### config.mk
export PLATFORM = sky130hd
export DESIGN_NAME = ramped_volume_wet_dry_mixer_core
export DESIGN_NICKNAME = d
export VERILOG_FILES = /design/src/sv/rvwd_pkg.sv /design/src/sv/rvwd_env.sv /design/src/sv/ramped_volume_wet_dry_mixer_core.sv
export SDC_FILE = /design/constraint.sdc
export NUM_CORES = 2
export LEC_CHECK = 0
export BUFFER_PORTS_ARGS = -buffer_cell sky130_fd_sc_hd__buf_2
export CORE_MARGIN = 5
export CORE_UTILIZATION = 60
export CTS_BUF_LIST = sky130_fd_sc_hd__clkbuf_16
export CTS_CLUSTER_SIZE = 8
export DETAILED_ROUTE_END_ITERATION = 8
export GPL_TIMING_DRIVEN = 0
export PLACE_DENSITY = 0.79
export SLEW_MARGIN = 20
export SYNTH_ARGS = -nofsm -noshare
export SYNTH_HDL_FRONTEND = slang
export SYNTH_SLANG_ARGS = --single-unit
### constraint.sdc
create_clock -name clk -period 24.5 [get_ports clk]
set_input_delay 1.225 -clock clk [delete_from_list [all_inputs] [get_ports clk]]
set_output_delay 1.225 -clock clk [all_outputs]
set_load 0.02 [all_outputs]
### src/sv/rvwd_pkg.sv
// package: shared types and constants of the ramped volume wet/dry mixer
`timescale 1ns / 1ps

package rvwd_pkg;

    // sample and volume width
    localparam int SAMPLE_W = 16;
    // envelope fraction accumulator width
    localparam int FRAC_W = 16;
    // per-sample ramp step width (ramp / 8)
    localparam int STEP_W = 29;
    // ramp register width
    localparam int RAMP_W = 32;

    // configuration register indexes
    localparam logic [2:0] REG_START_LEFT   = 3'd0;
    localparam logic [2:0] REG_RAMP_LEFT    = 3'd1;
    localparam logic [2:0] REG_TARGET_LEFT  = 3'd2;
    localparam logic [2:0] REG_RAMP_RIGHT   = 3'd3;
    localparam logic [2:0] REG_TARGET_RIGHT = 3'd4;
    localparam logic [2:0] REG_WET_GAIN     = 3'd5;
    localparam logic [2:0] REG_DRY_GAIN     = 3'd6;

    // control from the sequencer to one envelope channel
    typedef struct packed {
        logic load;
        logic adv;
    } env_ctl_t;

endpackage

### src/sv/rvwd_env.sv
// module: one volume envelope channel with fraction accumulator and target clamp
`timescale 1ns / 1ps

module rvwd_env
(
    input  logic                                       clk,
    input  logic                                       rst_n,
    input  rvwd_pkg::env_ctl_t                         ctl,
    input  logic signed [rvwd_pkg::SAMPLE_W-1:0]       start_volume,
    input  logic signed [rvwd_pkg::RAMP_W-1:0]         ramp,
    input  logic signed [rvwd_pkg::SAMPLE_W-1:0]       target,
    output logic signed [rvwd_pkg::SAMPLE_W-1:0]       volume
);

    localparam int SUM_W = rvwd_pkg::STEP_W + 1;
    localparam int CARRY_W = SUM_W - rvwd_pkg::FRAC_W;
    localparam int VSUM_W = rvwd_pkg::SAMPLE_W + 1;

    logic        [rvwd_pkg::FRAC_W-1:0]   frac_reg, frac_next;
    logic signed [rvwd_pkg::SAMPLE_W-1:0] vol_reg, vol_next;
    logic signed [rvwd_pkg::STEP_W-1:0]   step_reg, step_next;
    logic                                 rising_reg, rising_next;
    logic signed [rvwd_pkg::SAMPLE_W-1:0] target_reg, target_next;

    logic signed [rvwd_pkg::RAMP_W-1:0]   ramp_adj;
    logic signed [rvwd_pkg::RAMP_W-1:0]   ramp_div;
    logic        [rvwd_pkg::FRAC_W-1:0]   frac_cur;
    logic signed [rvwd_pkg::SAMPLE_W-1:0] vol_cur;
    logic signed [SUM_W-1:0]              sum;
    logic signed [CARRY_W-1:0]            carry;
    logic signed [VSUM_W-1:0]             vsum;
    logic signed [VSUM_W-1:0]             tgt_ext;
    logic signed [VSUM_W-1:0]             vclamp;

    // ramp / 8 truncated toward zero: bias negative values before the shift
    always_comb
    begin
        ramp_adj = ramp[rvwd_pkg::RAMP_W-1] ? (ramp + 32'sd7) : ramp;
        ramp_div = ramp_adj >>> 3;
    end

    // block start selects configuration values in place of the held state
    always_comb
    begin
        if (ctl.load)
        begin
            frac_cur    = '0;
            vol_cur     = start_volume;
            step_next   = ramp_div[rvwd_pkg::STEP_W-1:0];
            rising_next = ~ramp[rvwd_pkg::RAMP_W-1];
            target_next = target;
        end
        else
        begin
            frac_cur    = frac_reg;
            vol_cur     = vol_reg;
            step_next   = step_reg;
            rising_next = rising_reg;
            target_next = target_reg;
        end
    end

    // fraction plus step, carry into volume, clamp at target
    always_comb
    begin
        sum       = $signed({{(SUM_W-rvwd_pkg::FRAC_W){1'b0}}, frac_cur})
                  + {step_next[rvwd_pkg::STEP_W-1], step_next};
        carry     = sum[SUM_W-1:rvwd_pkg::FRAC_W];
        frac_next = sum[rvwd_pkg::FRAC_W-1:0];
        vsum      = {vol_cur[rvwd_pkg::SAMPLE_W-1], vol_cur}
                  + {{(VSUM_W-CARRY_W){carry[CARRY_W-1]}}, carry};
        tgt_ext   = {target_next[rvwd_pkg::SAMPLE_W-1], target_next};
        if (rising_next)
        begin
            vclamp = (vsum > tgt_ext) ? tgt_ext : vsum;
        end
        else
        begin
            vclamp = (vsum < tgt_ext) ? tgt_ext : vsum;
        end
        vol_next = vclamp[rvwd_pkg::SAMPLE_W-1:0];
    end

    // envelope state
    always_ff @(posedge clk or negedge rst_n)
    begin
        if (!rst_n)
        begin
            frac_reg   <= '0;
            vol_reg    <= '0;
            step_reg   <= '0;
            rising_reg <= 1'b0;
            target_reg <= '0;
        end
        else if (ctl.adv)
        begin
            frac_reg   <= frac_next;
            vol_reg    <= vol_next;
            step_reg   <= step_next;
            rising_reg <= rising_next;
            target_reg <= target_next;
        end
    end

    assign volume = vol_reg;

endmodule

### src/sv/ramped_volume_wet_dry_mixer_core.sv
// module: top level of the ramped volume wet/dry mixer with one shared multiplier
// sequencing: an item is accepted only in the idle state; eight 17x17 products and a final mix
// step, which waits for the output register, follow before the next item can be accepted
// reset: asynchronous, active low; clears configuration, envelope and snapshots
// to zero and empties the output register
`timescale 1ns / 1ps

module ramped_volume_wet_dry_mixer_core
(
    input  logic        clk,
    input  logic        rst_n,
    // config write channel
    input  logic        cfg_valid,
    output logic        cfg_ready,
    input  logic [2:0]  cfg_index,
    input  logic [31:0] cfg_data,
    // input items
    input  logic        s_axis_tvalid,
    output logic        s_axis_tready,
    // in_sample, dry_left_in, dry_right_in, wet_left_in, wet_right_in,
    // start_right_volume (16 bits each, lowest first)
    input  logic [95:0] s_axis_tdata,
    // block_start
    input  logic [0:0]  s_axis_tuser,
    // result items
    output logic        m_axis_tvalid,
    input  logic        m_axis_tready,
    // dry_left_out, dry_right_out, wet_left_out, wet_right_out,
    // left_volume_now, right_volume_now (16 bits each, lowest first)
    output logic [95:0] m_axis_tdata
);

    localparam int SW = rvwd_pkg::SAMPLE_W;
    localparam int MW = SW + 1;
    localparam int PW = 2 * MW;
    localparam int RW = SW + 2;

    // sequencer states
    localparam logic ST_IDLE = 1'b0;
    localparam logic ST_MUL  = 1'b1;

    localparam logic [3:0] STEP_LAST = 4'd8;
    localparam logic signed [PW-1:0] ROUND_Q15 = 34'sh4000;

    // configuration registers
    logic signed [SW-1:0] start_left_reg;
    logic signed [31:0]   ramp_left_reg;
    logic signed [SW-1:0] target_left_reg;
    logic signed [31:0]   ramp_right_reg;
    logic signed [SW-1:0] target_right_reg;
    logic signed [SW-1:0] wet_gain_reg;
    logic signed [SW-1:0] dry_gain_reg;

    // gain snapshots
    logic signed [SW-1:0] wet_snap_reg;
    logic signed [SW-1:0] dry_snap_reg;

    // sequencer
    logic       state_reg;
    logic [3:0] step_reg;
    logic       in_fire;
    logic       out_free;
    logic       mul_en;
    logic [2:0] post_idx;

    // item data
    logic signed [SW-1:0] smp_reg;
    logic signed [SW-1:0] mix_reg [4];
    logic signed [MW-1:0] g_reg [4];
    logic signed [SW-1:0] res_reg [3];

    // shared multiplier
    logic signed [MW-1:0] mul_a;
    logic signed [MW-1:0] mul_b;
    logic signed [PW-1:0] prod_reg;
    logic signed [PW-1:0] rnd_sum;
    logic signed [RW-1:0] rnd;
    logic signed [RW-1:0] mixed;
    logic signed [SW-1:0] mixed_sat;

    // envelopes
    rvwd_pkg::env_ctl_t   env_ctl;
    logic signed [SW-1:0] lvol;
    logic signed [SW-1:0] rvol;

    logic        out_valid_reg;
    logic [95:0] out_data_reg;

    assign cfg_ready     = 1'b1;
    assign s_axis_tready = (state_reg == ST_IDLE);
    assign in_fire       = s_axis_tvalid && s_axis_tready;
    assign out_free      = !out_valid_reg || m_axis_tready;
    assign mul_en        = (state_reg == ST_MUL) && (step_reg != STEP_LAST);
    assign post_idx      = 3'(step_reg - 4'd1);

    // configuration writes; indexes beyond the list are dropped
    always_ff @(posedge clk or negedge rst_n)
    begin
        if (!rst_n)
        begin
            start_left_reg   <= '0;
            ramp_left_reg    <= '0;
            target_left_reg  <= '0;
            ramp_right_reg   <= '0;
            target_right_reg <= '0;
            wet_gain_reg     <= '0;
            dry_gain_reg     <= '0;
        end
        else if (cfg_valid && cfg_ready)
        begin
            case (cfg_index)
                rvwd_pkg::REG_START_LEFT:   start_left_reg   <= cfg_data[SW-1:0];
                rvwd_pkg::REG_RAMP_LEFT:    ramp_left_reg    <= cfg_data;
                rvwd_pkg::REG_TARGET_LEFT:  target_left_reg  <= cfg_data[SW-1:0];
                rvwd_pkg::REG_RAMP_RIGHT:   ramp_right_reg   <= cfg_data;
                rvwd_pkg::REG_TARGET_RIGHT: target_right_reg <= cfg_data[SW-1:0];
                rvwd_pkg::REG_WET_GAIN:     wet_gain_reg     <= cfg_data[SW-1:0];
                rvwd_pkg::REG_DRY_GAIN:     dry_gain_reg     <= cfg_data[SW-1:0];
                default:                    ;
            endcase
        end
    end

    // gain snapshots on block start
    always_ff @(posedge clk or negedge rst_n)
    begin
        if (!rst_n)
        begin
            wet_snap_reg <= '0;
            dry_snap_reg <= '0;
        end
        else if (in_fire && s_axis_tuser[0])
        begin
            wet_snap_reg <= wet_gain_reg;
            dry_snap_reg <= dry_gain_reg;
        end
    end

    // envelopes advance in the accepting cycle
    assign env_ctl.load = in_fire && s_axis_tuser[0];
    assign env_ctl.adv  = in_fire;

    rvwd_env u_env_left
    (
        .clk          (clk),
        .rst_n        (rst_n),
        .ctl          (env_ctl),
        .start_volume (start_left_reg),
        .ramp         (ramp_left_reg),
        .target       (target_left_reg),
        .volume       (lvol)
    );

    rvwd_env u_env_right
    (
        .clk          (clk),
        .rst_n        (rst_n),
        .ctl          (env_ctl),
        .start_volume (s_axis_tdata[95:80]),
        .ramp         (ramp_right_reg),
        .target       (target_right_reg),
        .volume       (rvol)
    );

    // sequencer: eight multiplier steps per item, then a mix step that waits for the output slot
    always_ff @(posedge clk or negedge rst_n)
    begin
        if (!rst_n)
        begin
            state_reg <= ST_IDLE;
            step_reg  <= '0;
        end
        else
        begin
            case (state_reg)
                ST_IDLE:
                begin
                    if (in_fire)
                    begin
                        state_reg <= ST_MUL;
                        step_reg  <= '0;
                    end
                end
                ST_MUL:
                begin
                    if (step_reg == STEP_LAST)
                    begin
                        if (out_free)
                        begin
                            state_reg <= ST_IDLE;
                        end
                    end
                    else
                    begin
                        step_reg <= step_reg + 4'd1;
                    end
                end
                default:
                begin
                    state_reg <= ST_IDLE;
                end
            endcase
        end
    end

    // input capture
    always_ff @(posedge clk)
    begin
        if (in_fire)
        begin
            smp_reg    <= s_axis_tdata[15:0];
            mix_reg[0] <= s_axis_tdata[31:16];
            mix_reg[1] <= s_axis_tdata[47:32];
            mix_reg[2] <= s_axis_tdata[63:48];
            mix_reg[3] <= s_axis_tdata[79:64];
        end
    end

    // operand select: steps 0-3 gain times volume, steps 4-7 sample times product
    always_comb
    begin
        if (step_reg[2])
        begin
            mul_a = {smp_reg[SW-1], smp_reg};
            mul_b = g_reg[step_reg[1:0]];
        end
        else
        begin
            mul_a = step_reg[1] ? {wet_snap_reg[SW-1], wet_snap_reg}
                                : {dry_snap_reg[SW-1], dry_snap_reg};
            mul_b = step_reg[0] ? {rvol[SW-1], rvol} : {lvol[SW-1], lvol};
        end
    end

    always_ff @(posedge clk)
    begin
        if (mul_en)
        begin
            prod_reg <= mul_a * mul_b;
        end
    end

    // q15 rounding of the registered product, then mix and saturate
    always_comb
    begin
        rnd_sum = prod_reg + ROUND_Q15;
        rnd     = rnd_sum[RW+14:15];
        mixed   = {{2{mix_reg[post_idx[1:0]][SW-1]}}, mix_reg[post_idx[1:0]]} + rnd;
        if (mixed > 18'sd32767)
        begin
            mixed_sat = 16'sh7FFF;
        end
        else if (mixed < -18'sd32768)
        begin
            mixed_sat = 16'sh8000;
        end
        else
        begin
            mixed_sat = mixed[SW-1:0];
        end
    end

    // post-processing of the previous step's product
    always_ff @(posedge clk)
    begin
        if ((state_reg == ST_MUL) && (step_reg != 4'd0) && (step_reg != STEP_LAST))
        begin
            if (!post_idx[2])
            begin
                g_reg[post_idx[1:0]] <= rnd[MW-1:0];
            end
            else
            begin
                res_reg[post_idx[1:0]] <= mixed_sat;
            end
        end
    end

    // output register
    always_ff @(posedge clk or negedge rst_n)
    begin
        if (!rst_n)
        begin
            out_valid_reg <= 1'b0;
        end
        else if ((state_reg == ST_MUL) && (step_reg == STEP_LAST) && out_free)
        begin
            out_valid_reg <= 1'b1;
        end
        else if (m_axis_tready)
        begin
            out_valid_reg <= 1'b0;
        end
    end

    always_ff @(posedge clk)
    begin
        if ((state_reg == ST_MUL) && (step_reg == STEP_LAST) && out_free)
        begin
            out_data_reg <= {rvol, lvol, mixed_sat, res_reg[2], res_reg[1], res_reg[0]};
        end
    end

    assign m_axis_tvalid = out_valid_reg;
    assign m_axis_tdata  = out_data_reg;

endmodule
Yosys cells after proc, flatten, opt, wreduce, memory -nomap -nowiden
Memory sizes are Yosys's and may differ from the RTL's. A register that Yosys moved wholly into a read port is not among the register bits.
Index checks and enable logic that the tools add are counted.
Word-level totals
  RAM bits: 180
  memories kept: 3
  output and inout port bits: 99
  input port bits: 137
  word-level logic and storage cells: 118
  bits in registers: 483
Cells by class
  eq/ne operators: 10
  magnitude comparators: 6
  multiplexer cells: 40
  bitwise logic cells: 3
  $mul: 1
  add/subtract/negate cells: 10
  reduce and logical (&&, ||, !) cells: 20
Memory list
  g_reg: words 4, width 17, read ports 1, clocked after memory_dff 0, write ports 1, line ramped_volume_wet_dry_mixer_core.sv:69  | logic signed [MW-1:0] g_reg [4];
  mix_reg: words 4, width 16, read ports 1, clocked after memory_dff 0, write ports 4, line ramped_volume_wet_dry_mixer_core.sv:68  | logic signed [SW-1:0] mix_reg [4];
  res_reg: words 3, width 16, read ports 3, clocked after memory_dff 3, write ports 1, line ramped_volume_wet_dry_mixer_core.sv:70  | logic signed [SW-1:0] res_reg [3];
Operators by type and width (number)
  16-bit two-way mux: 14
  17-bit two-way mux: 4
  32-bit by 4-bit adder with 32-bit output, second input constant: 2
  32-bit two-way mux: 2
  17-bit by 29-bit adder with 30-bit output: 2
  29-bit two-way mux: 2
  16-bit by 14-bit adder with 17-bit output: 2
  17-bit by 16-bit > comparator with 1-bit output: 2
  17-bit by 16-bit less-than comparator with 1-bit output: 2
  33-bit by 16-bit adder with 33-bit output, second input constant: 1
  17-bit by 17-bit multiplier with 33-bit output: 1
  18-bit adder: 1
  18-bit by 16-bit > comparator with 1-bit output, second input constant: 1
  18-bit by 16-bit less-than comparator with 1-bit output, second input constant: 1
  2-bit AND reduction: 8
  1-bit two-way mux: 14
  3-bit equality test, second input constant: 3
  4-bit two-way mux: 2
  4-bit one-hot mux with 2 select lines: 1
  1-bit logical AND: 7
  3-bit by 2-bit equality test with 1-bit output, second input constant: 2
  4-bit by 1-bit adder with 4-bit output, second input constant: 1
  4-bit equality test, second input constant: 1
  4-bit inequality test, second input constant: 1
  11 further kinds: 13

Longest topological paths before layout
  depth in word-level cells: 9
  gate-level depth with buffers: 38
  gate-level depth less buffers: 33

Cells and area by module
A second synthesis with hierarchy kept.
Unflattened totals
  cells, all modules: 3733
  area total of the unflattened synthesis: 42370.6 um^2
By module, submodules not included
  ramped_volume_wet_dry_mixer_core: area each 28842.7 um^2, cells an instance 2165, instances 1
  rvwd_env at u_env_right: area each 6775.2 um^2, cells an instance 785, instances 1
  rvwd_env at u_env_left: area each 6752.7 um^2, cells an instance 783, instances 1

Worst setup path after synthesis
Ideal clock, no wire load.
  kind: in2reg
  start point: input s_axis_tuser
  end point: register u_env_left.vol_reg (netlist bit u_env_left.volume[10])
  library setup time: 0.133 ns
  slack: 15.491 ns
  stages on the path: 35
  arrival time: 8.876 ns
  path buffers: 6
  path through: nand3b_1 -> buf_2 -> clkbuf_8 -> clkbuf_1 -> clkbuf_1 -> clkbuf_1 -> o21ai_0 -> ha_1 -> fa_1 -> a21o_1 -> a21oi_1 -> o21ai_0 -> o41a_1 -> nand4_1 -> a31oi_1 -> a31oi_1 -> xnor2_1 -> ha_1 -> fa_1 -> a21o_1 -> a21oi_1 -> o21bai_1 -> a31oi_1 -> o211ai_1 -> a2111oi_0 -> a21oi_1 -> xor2_1 -> ha_1 -> nand4_1 -> o21bai_1 -> a41oi_1 -> mux2i_1 -> buf_2 -> mux2i_1 -> o21ai_0
On the way
  cells in the longest elaborated chain, start to end: 7
RTL lines
  start: declaration: line ramped_volume_wet_dry_mixer_core.sv:24  | input logic [0:0] s_axis_tuser,
  1-bit logical AND (*): line ramped_volume_wet_dry_mixer_core.sv:140  | assign env_ctl.load = in_fire && s_axis_tuser[0];
  29-bit two-way mux (*): line rvwd_env.sv:45  | if (ctl.load)
  named net u_env_left.step_next (one bit): line rvwd_env.sv:21  | logic signed [rvwd_pkg::STEP_W-1:0] step_reg, step_next;
  17-bit by 29-bit adder with 30-bit output (*): line rvwd_env.sv:67  | + {step_next[rvwd_pkg::STEP_W-1], step_next};
  16-bit by 14-bit adder with 17-bit output (*): line rvwd_env.sv:71  | + {{(VSUM_W-CARRY_W){carry[CARRY_W-1]}}, carry};
  17-bit by 16-bit less-than comparator with 1-bit output / 17-bit by 16-bit > comparator with 1-bit output (equally long branches): line rvwd_env.sv:79, rvwd_env.sv:75
  16-bit two-way mux (on tied branches): line rvwd_env.sv:79, rvwd_env.sv:75
  16-bit two-way mux (*): line rvwd_env.sv:73  | if (rising_next)
  end signal: assignment: line rvwd_env.sv:98  | vol_reg <= vol_next;
  end: declaration: line rvwd_env.sv:20  | logic signed [rvwd_pkg::SAMPLE_W-1:0] vol_reg, vol_next;
Mark *: on every way through the listed nets, which the timed path passes. The rest lies on a longest branch.
A chain may end at the register's enable or synchronous reset.

Final worst setup path
  start point: input s_axis_tvalid
  end point: register u_env_left.vol_reg (netlist bit u_env_left.volume[5])
On the way
  cells in the longest elaborated chain, start to end: 8
RTL lines
  start: declaration: line ramped_volume_wet_dry_mixer_core.sv:18  | input logic s_axis_tvalid,
  1-bit logical AND (*): line ramped_volume_wet_dry_mixer_core.sv:91  | assign in_fire = s_axis_tvalid && s_axis_tready;
  1-bit logical AND (*): line ramped_volume_wet_dry_mixer_core.sv:140
  29-bit two-way mux (*): line rvwd_env.sv:45
  named net u_env_left.step_next (one bit): line rvwd_env.sv:21
  17-bit by 29-bit adder with 30-bit output (*): line rvwd_env.sv:67
  16-bit by 14-bit adder with 17-bit output (*): line rvwd_env.sv:71
  17-bit by 16-bit less-than comparator with 1-bit output / 17-bit by 16-bit > comparator with 1-bit output (equally long branches): line rvwd_env.sv:79, rvwd_env.sv:75
  16-bit two-way mux (on tied branches): line rvwd_env.sv:79, rvwd_env.sv:75
  16-bit two-way mux (*): line rvwd_env.sv:73
Marked as above.

==> run_results.csv <==
group,metric,value,unit
outcome,outcome,"completed",
floorplan,die_area,72940,um^2
clock_tree,clk_latency,0.68,ns
logic_synthesis,ys_seq_elements,649,
run,drv_cap,0,
logic_synthesis,synth_edf_count,311,
clock_tree,cts_tree,"built",
clock_tree,cts_buffer_depth,3,
detailed_routing,via_count,29410,
setup_path,critPathArrivalTime,11.77,ns
setup_path,critPathMaxFanout,10,
clock_tree,cts_setup_buffers,0,
sta,finClkSkew,0.07625,ns
setup_path,critPathKind,"in2reg",
setup_path,cp.required,25.00,ns
grt,antenna_found_initial,3,
floorplan,fp-row-count,95,
sta,maxSlewHeadroom,20.14,%
logic_synthesis,synth_top_area_share,23.01,%
logic_synthesis,ys_top_cells_by_area,"edfxtp_1 (23%), dfrtp_1 (21%), fa_1 (14%)",
placement,gp_congestion,0.9867,
sta,period_minus_slack,11.27,ns
sta,slew_viol_final,0,
setup_path,cpPeakStageDelay,0.87,ns
setup_path,cp_slowest_cell,"a311oi_1",
logic_synthesis,synthCells,3685,
logic_synthesis,ys_seq_area_share,43.86,%
final_layout,drive_gt1_share,14.05,%
sta,finalWorstSetupSlack,13.23,ns
setup_path,critPathMostFrequentCell,"o21ai_0",
floorplan,fp.dieH,270.1,um
logic_synthesis,ys.flop_type,"dfrtp_1",
placement,port_buffers,232,
detailed_routing,dr.first_iter.drc_count,2690,
placement,pre_cts_ws,12.78,ns
logic_synthesis,synth.net_count,4309,
clock_tree,clkTransAtPathRegs,0.05,ns
clock_tree,cts_htree_levels,3,
setup_path,start_kind,"primary input",
final_layout,largest_reg_flops,96,
final_layout,mostFrequentLayoutCell,"nand2_1",
floorplan,io_pins,236,
floorplan,dieWidth,270.1,um
logic_synthesis,async_flop_share,52.08,%
grt,grt_overflow,0,
sta,setup_viol,0,
floorplan,start_util,60.43,%
grt,track_usage,31.14,%
logic_synthesis,synth_area_leader_cell,"edfxtp_1",
clock_tree,cts_hold_buf,0,
setup_path,cp_num_buf_inv,7,
logic_synthesis,syn-mean-instance-area,11.01,um^2
setup_path,cp-end-kind,"flip-flop",
final_layout,layout_common_cells,"nand2_1 (655), inv_1 (369), dfrtp_1 (338)",
grt,grt_pass1_vias,30290,
logic_synthesis,yosysUniqueCellTypes,84,
grt,grt_max_degree,99,
detailed_routing,ant_nets,0,
detailed_routing,totalWireLength,114100,um
detailed_routing,routedWlPerCell,23.19,um
grt,grt_pass1_wl,174300,um
setup_path,critPathTopFamily,"compound AO/OA/AOI/OAI gates",
logic_synthesis,yosys_warnings,0,
final_layout,final_util,68.05,%
min_path,hold_path.class,"reg2reg",
logic_synthesis,syn_area,40580,um^2
sta,fin_tns_setup,0,ns
sta,hold_violations,0,
clock_tree,cts_buffers,91,
sta,min_period_over_period,46.00,%
detailed_routing,via_per_inst,5.978,
sta,rsz0062_at_grt,"no",
sta,timing.fmax,0.08873,GHz
detailed_routing,first_pass_iters,5,
final_layout,nNetsFinal,4644,
clock_tree,cts_root_buffer,"clkbuf_16",
clock_tree,clock-sinks,649,
sta,tightest_slew,1.189,ns
final_layout,synthToLayoutAreaGrowth,12.62,%
detailed_routing,drc_errors,0,
clock_tree,cts_resized,0,
placement,dp_hpwl,85300,um
floorplan,core,67160,um^2
## cells by family after synthesis
logic type,count (synthesis),synth area share [%]
DFF,649,43.86
AOI/OAI and AO/OA,462,7.061
adders and majority gates,487,20.29
and+or+nand+nor,1182,12.88
xor gates and xnor gates,183,3.950
buffers and inverters,478,4.529
other,1,0.009241
muxes,243,7.430
## per-layer routing
layer / track usage (%) / wire [um] / part of all wire [%] / vias up
met5: 0 / 0 / 0 / -
met4: 16.66 / 7173 / 6.3 / 0
met3: 7.045 / 10740 / 9.4 / 340
met2: 49.99 / 53220 / 47 / 1439
met1: 39.85 / 42940 / 38 / 14560
li1: - / - / - / 13070
## cell usage after synthesis, types with 7 or more instances
cell / n
a211oi_1: 8
and3_1: 18
mux2_2: 143
nor2_1: 208
a21o_1: 51
fa_1: 285
nand4_1: 25
buf_1: 24
dfrtp_1: 338
nand3_1: 59
o21a_1: 30
o31ai_1: 14
xnor2_1: 107
buf_2: 10
or2_2: 12
a21oi_1: 79
nand2b_1: 21
o21ai_0: 180
or3_1: 15
nor3b_1: 8
mux4_2: 32
nor4_1: 11
and2_1: 61
a31oi_1: 14
nor2b_1: 22
edfxtp_1: 311
o21ai_1: 20
o211ai_1: 8
inv_1: 352
ha_1: 202
nor3_1: 30
xor2_1: 76
or4_1: 7
nand2_1: 655
clkbuf_1: 87
mux2i_1: 67
## metrics by stage
stage	hold WS (ns)	std cells	cell area, um^2
CTS	0.4132	4917	45680
finish	0.4088	4920	45700
global placement	0.4008	4790	42830
global route	0.4148	4919	45700
detailed placement	0.4045	4800	43120
floorplan	0.4003	3685	40580
## path summary, 6_finish.rpt
kind	slack [ns]	end	depth (start not counted)	start
max	13.23	u_env_left.volume[5]$_DFFE_PN0N_	35	s_axis_tvalid
min reg2reg	0.41	m_axis_tdata[15]$_DFFE_PP_	0	res_reg[0][15]$_DFFE_PP_
min	0.41	m_axis_tdata[15]$_DFFE_PP_	0	res_reg[0][15]$_DFFE_PP_
min in group asynchronous	0.50	u_env_right.frac_reg[9]$_DFFE_PN0N_	1	rst_n
max in group asynchronous	22.64	wet_gain_reg[8]$_DFFE_PN0P_	3	rst_n
max reg2reg	13.36	u_env_left.volume[5]$_DFFE_PN0N_	34	state_reg$_DFF_PN0_
## layout make-up
| class | instances | area [um^2] |
|---|---|---|
| flip-flops and latches | 649 | 17800 |
| multi-input cells | 2558 | 20970 |
| plain buffers | 125 | 518.0 |
| repair buffers | 242 | 1431 |
| clock buffers | 91 | 2277 |
| fillers | 4936 | 21460 |
| clock inverters | 26 | 284.0 |
| diodes | 3 | 7.507 |
| well taps | 873 | 1092 |
| inverters | 353 | 1325 |
Power is left out: the tool's default activity adds up to more than one toggle a clock period on the data nets, which glitch-free logic cannot reach.
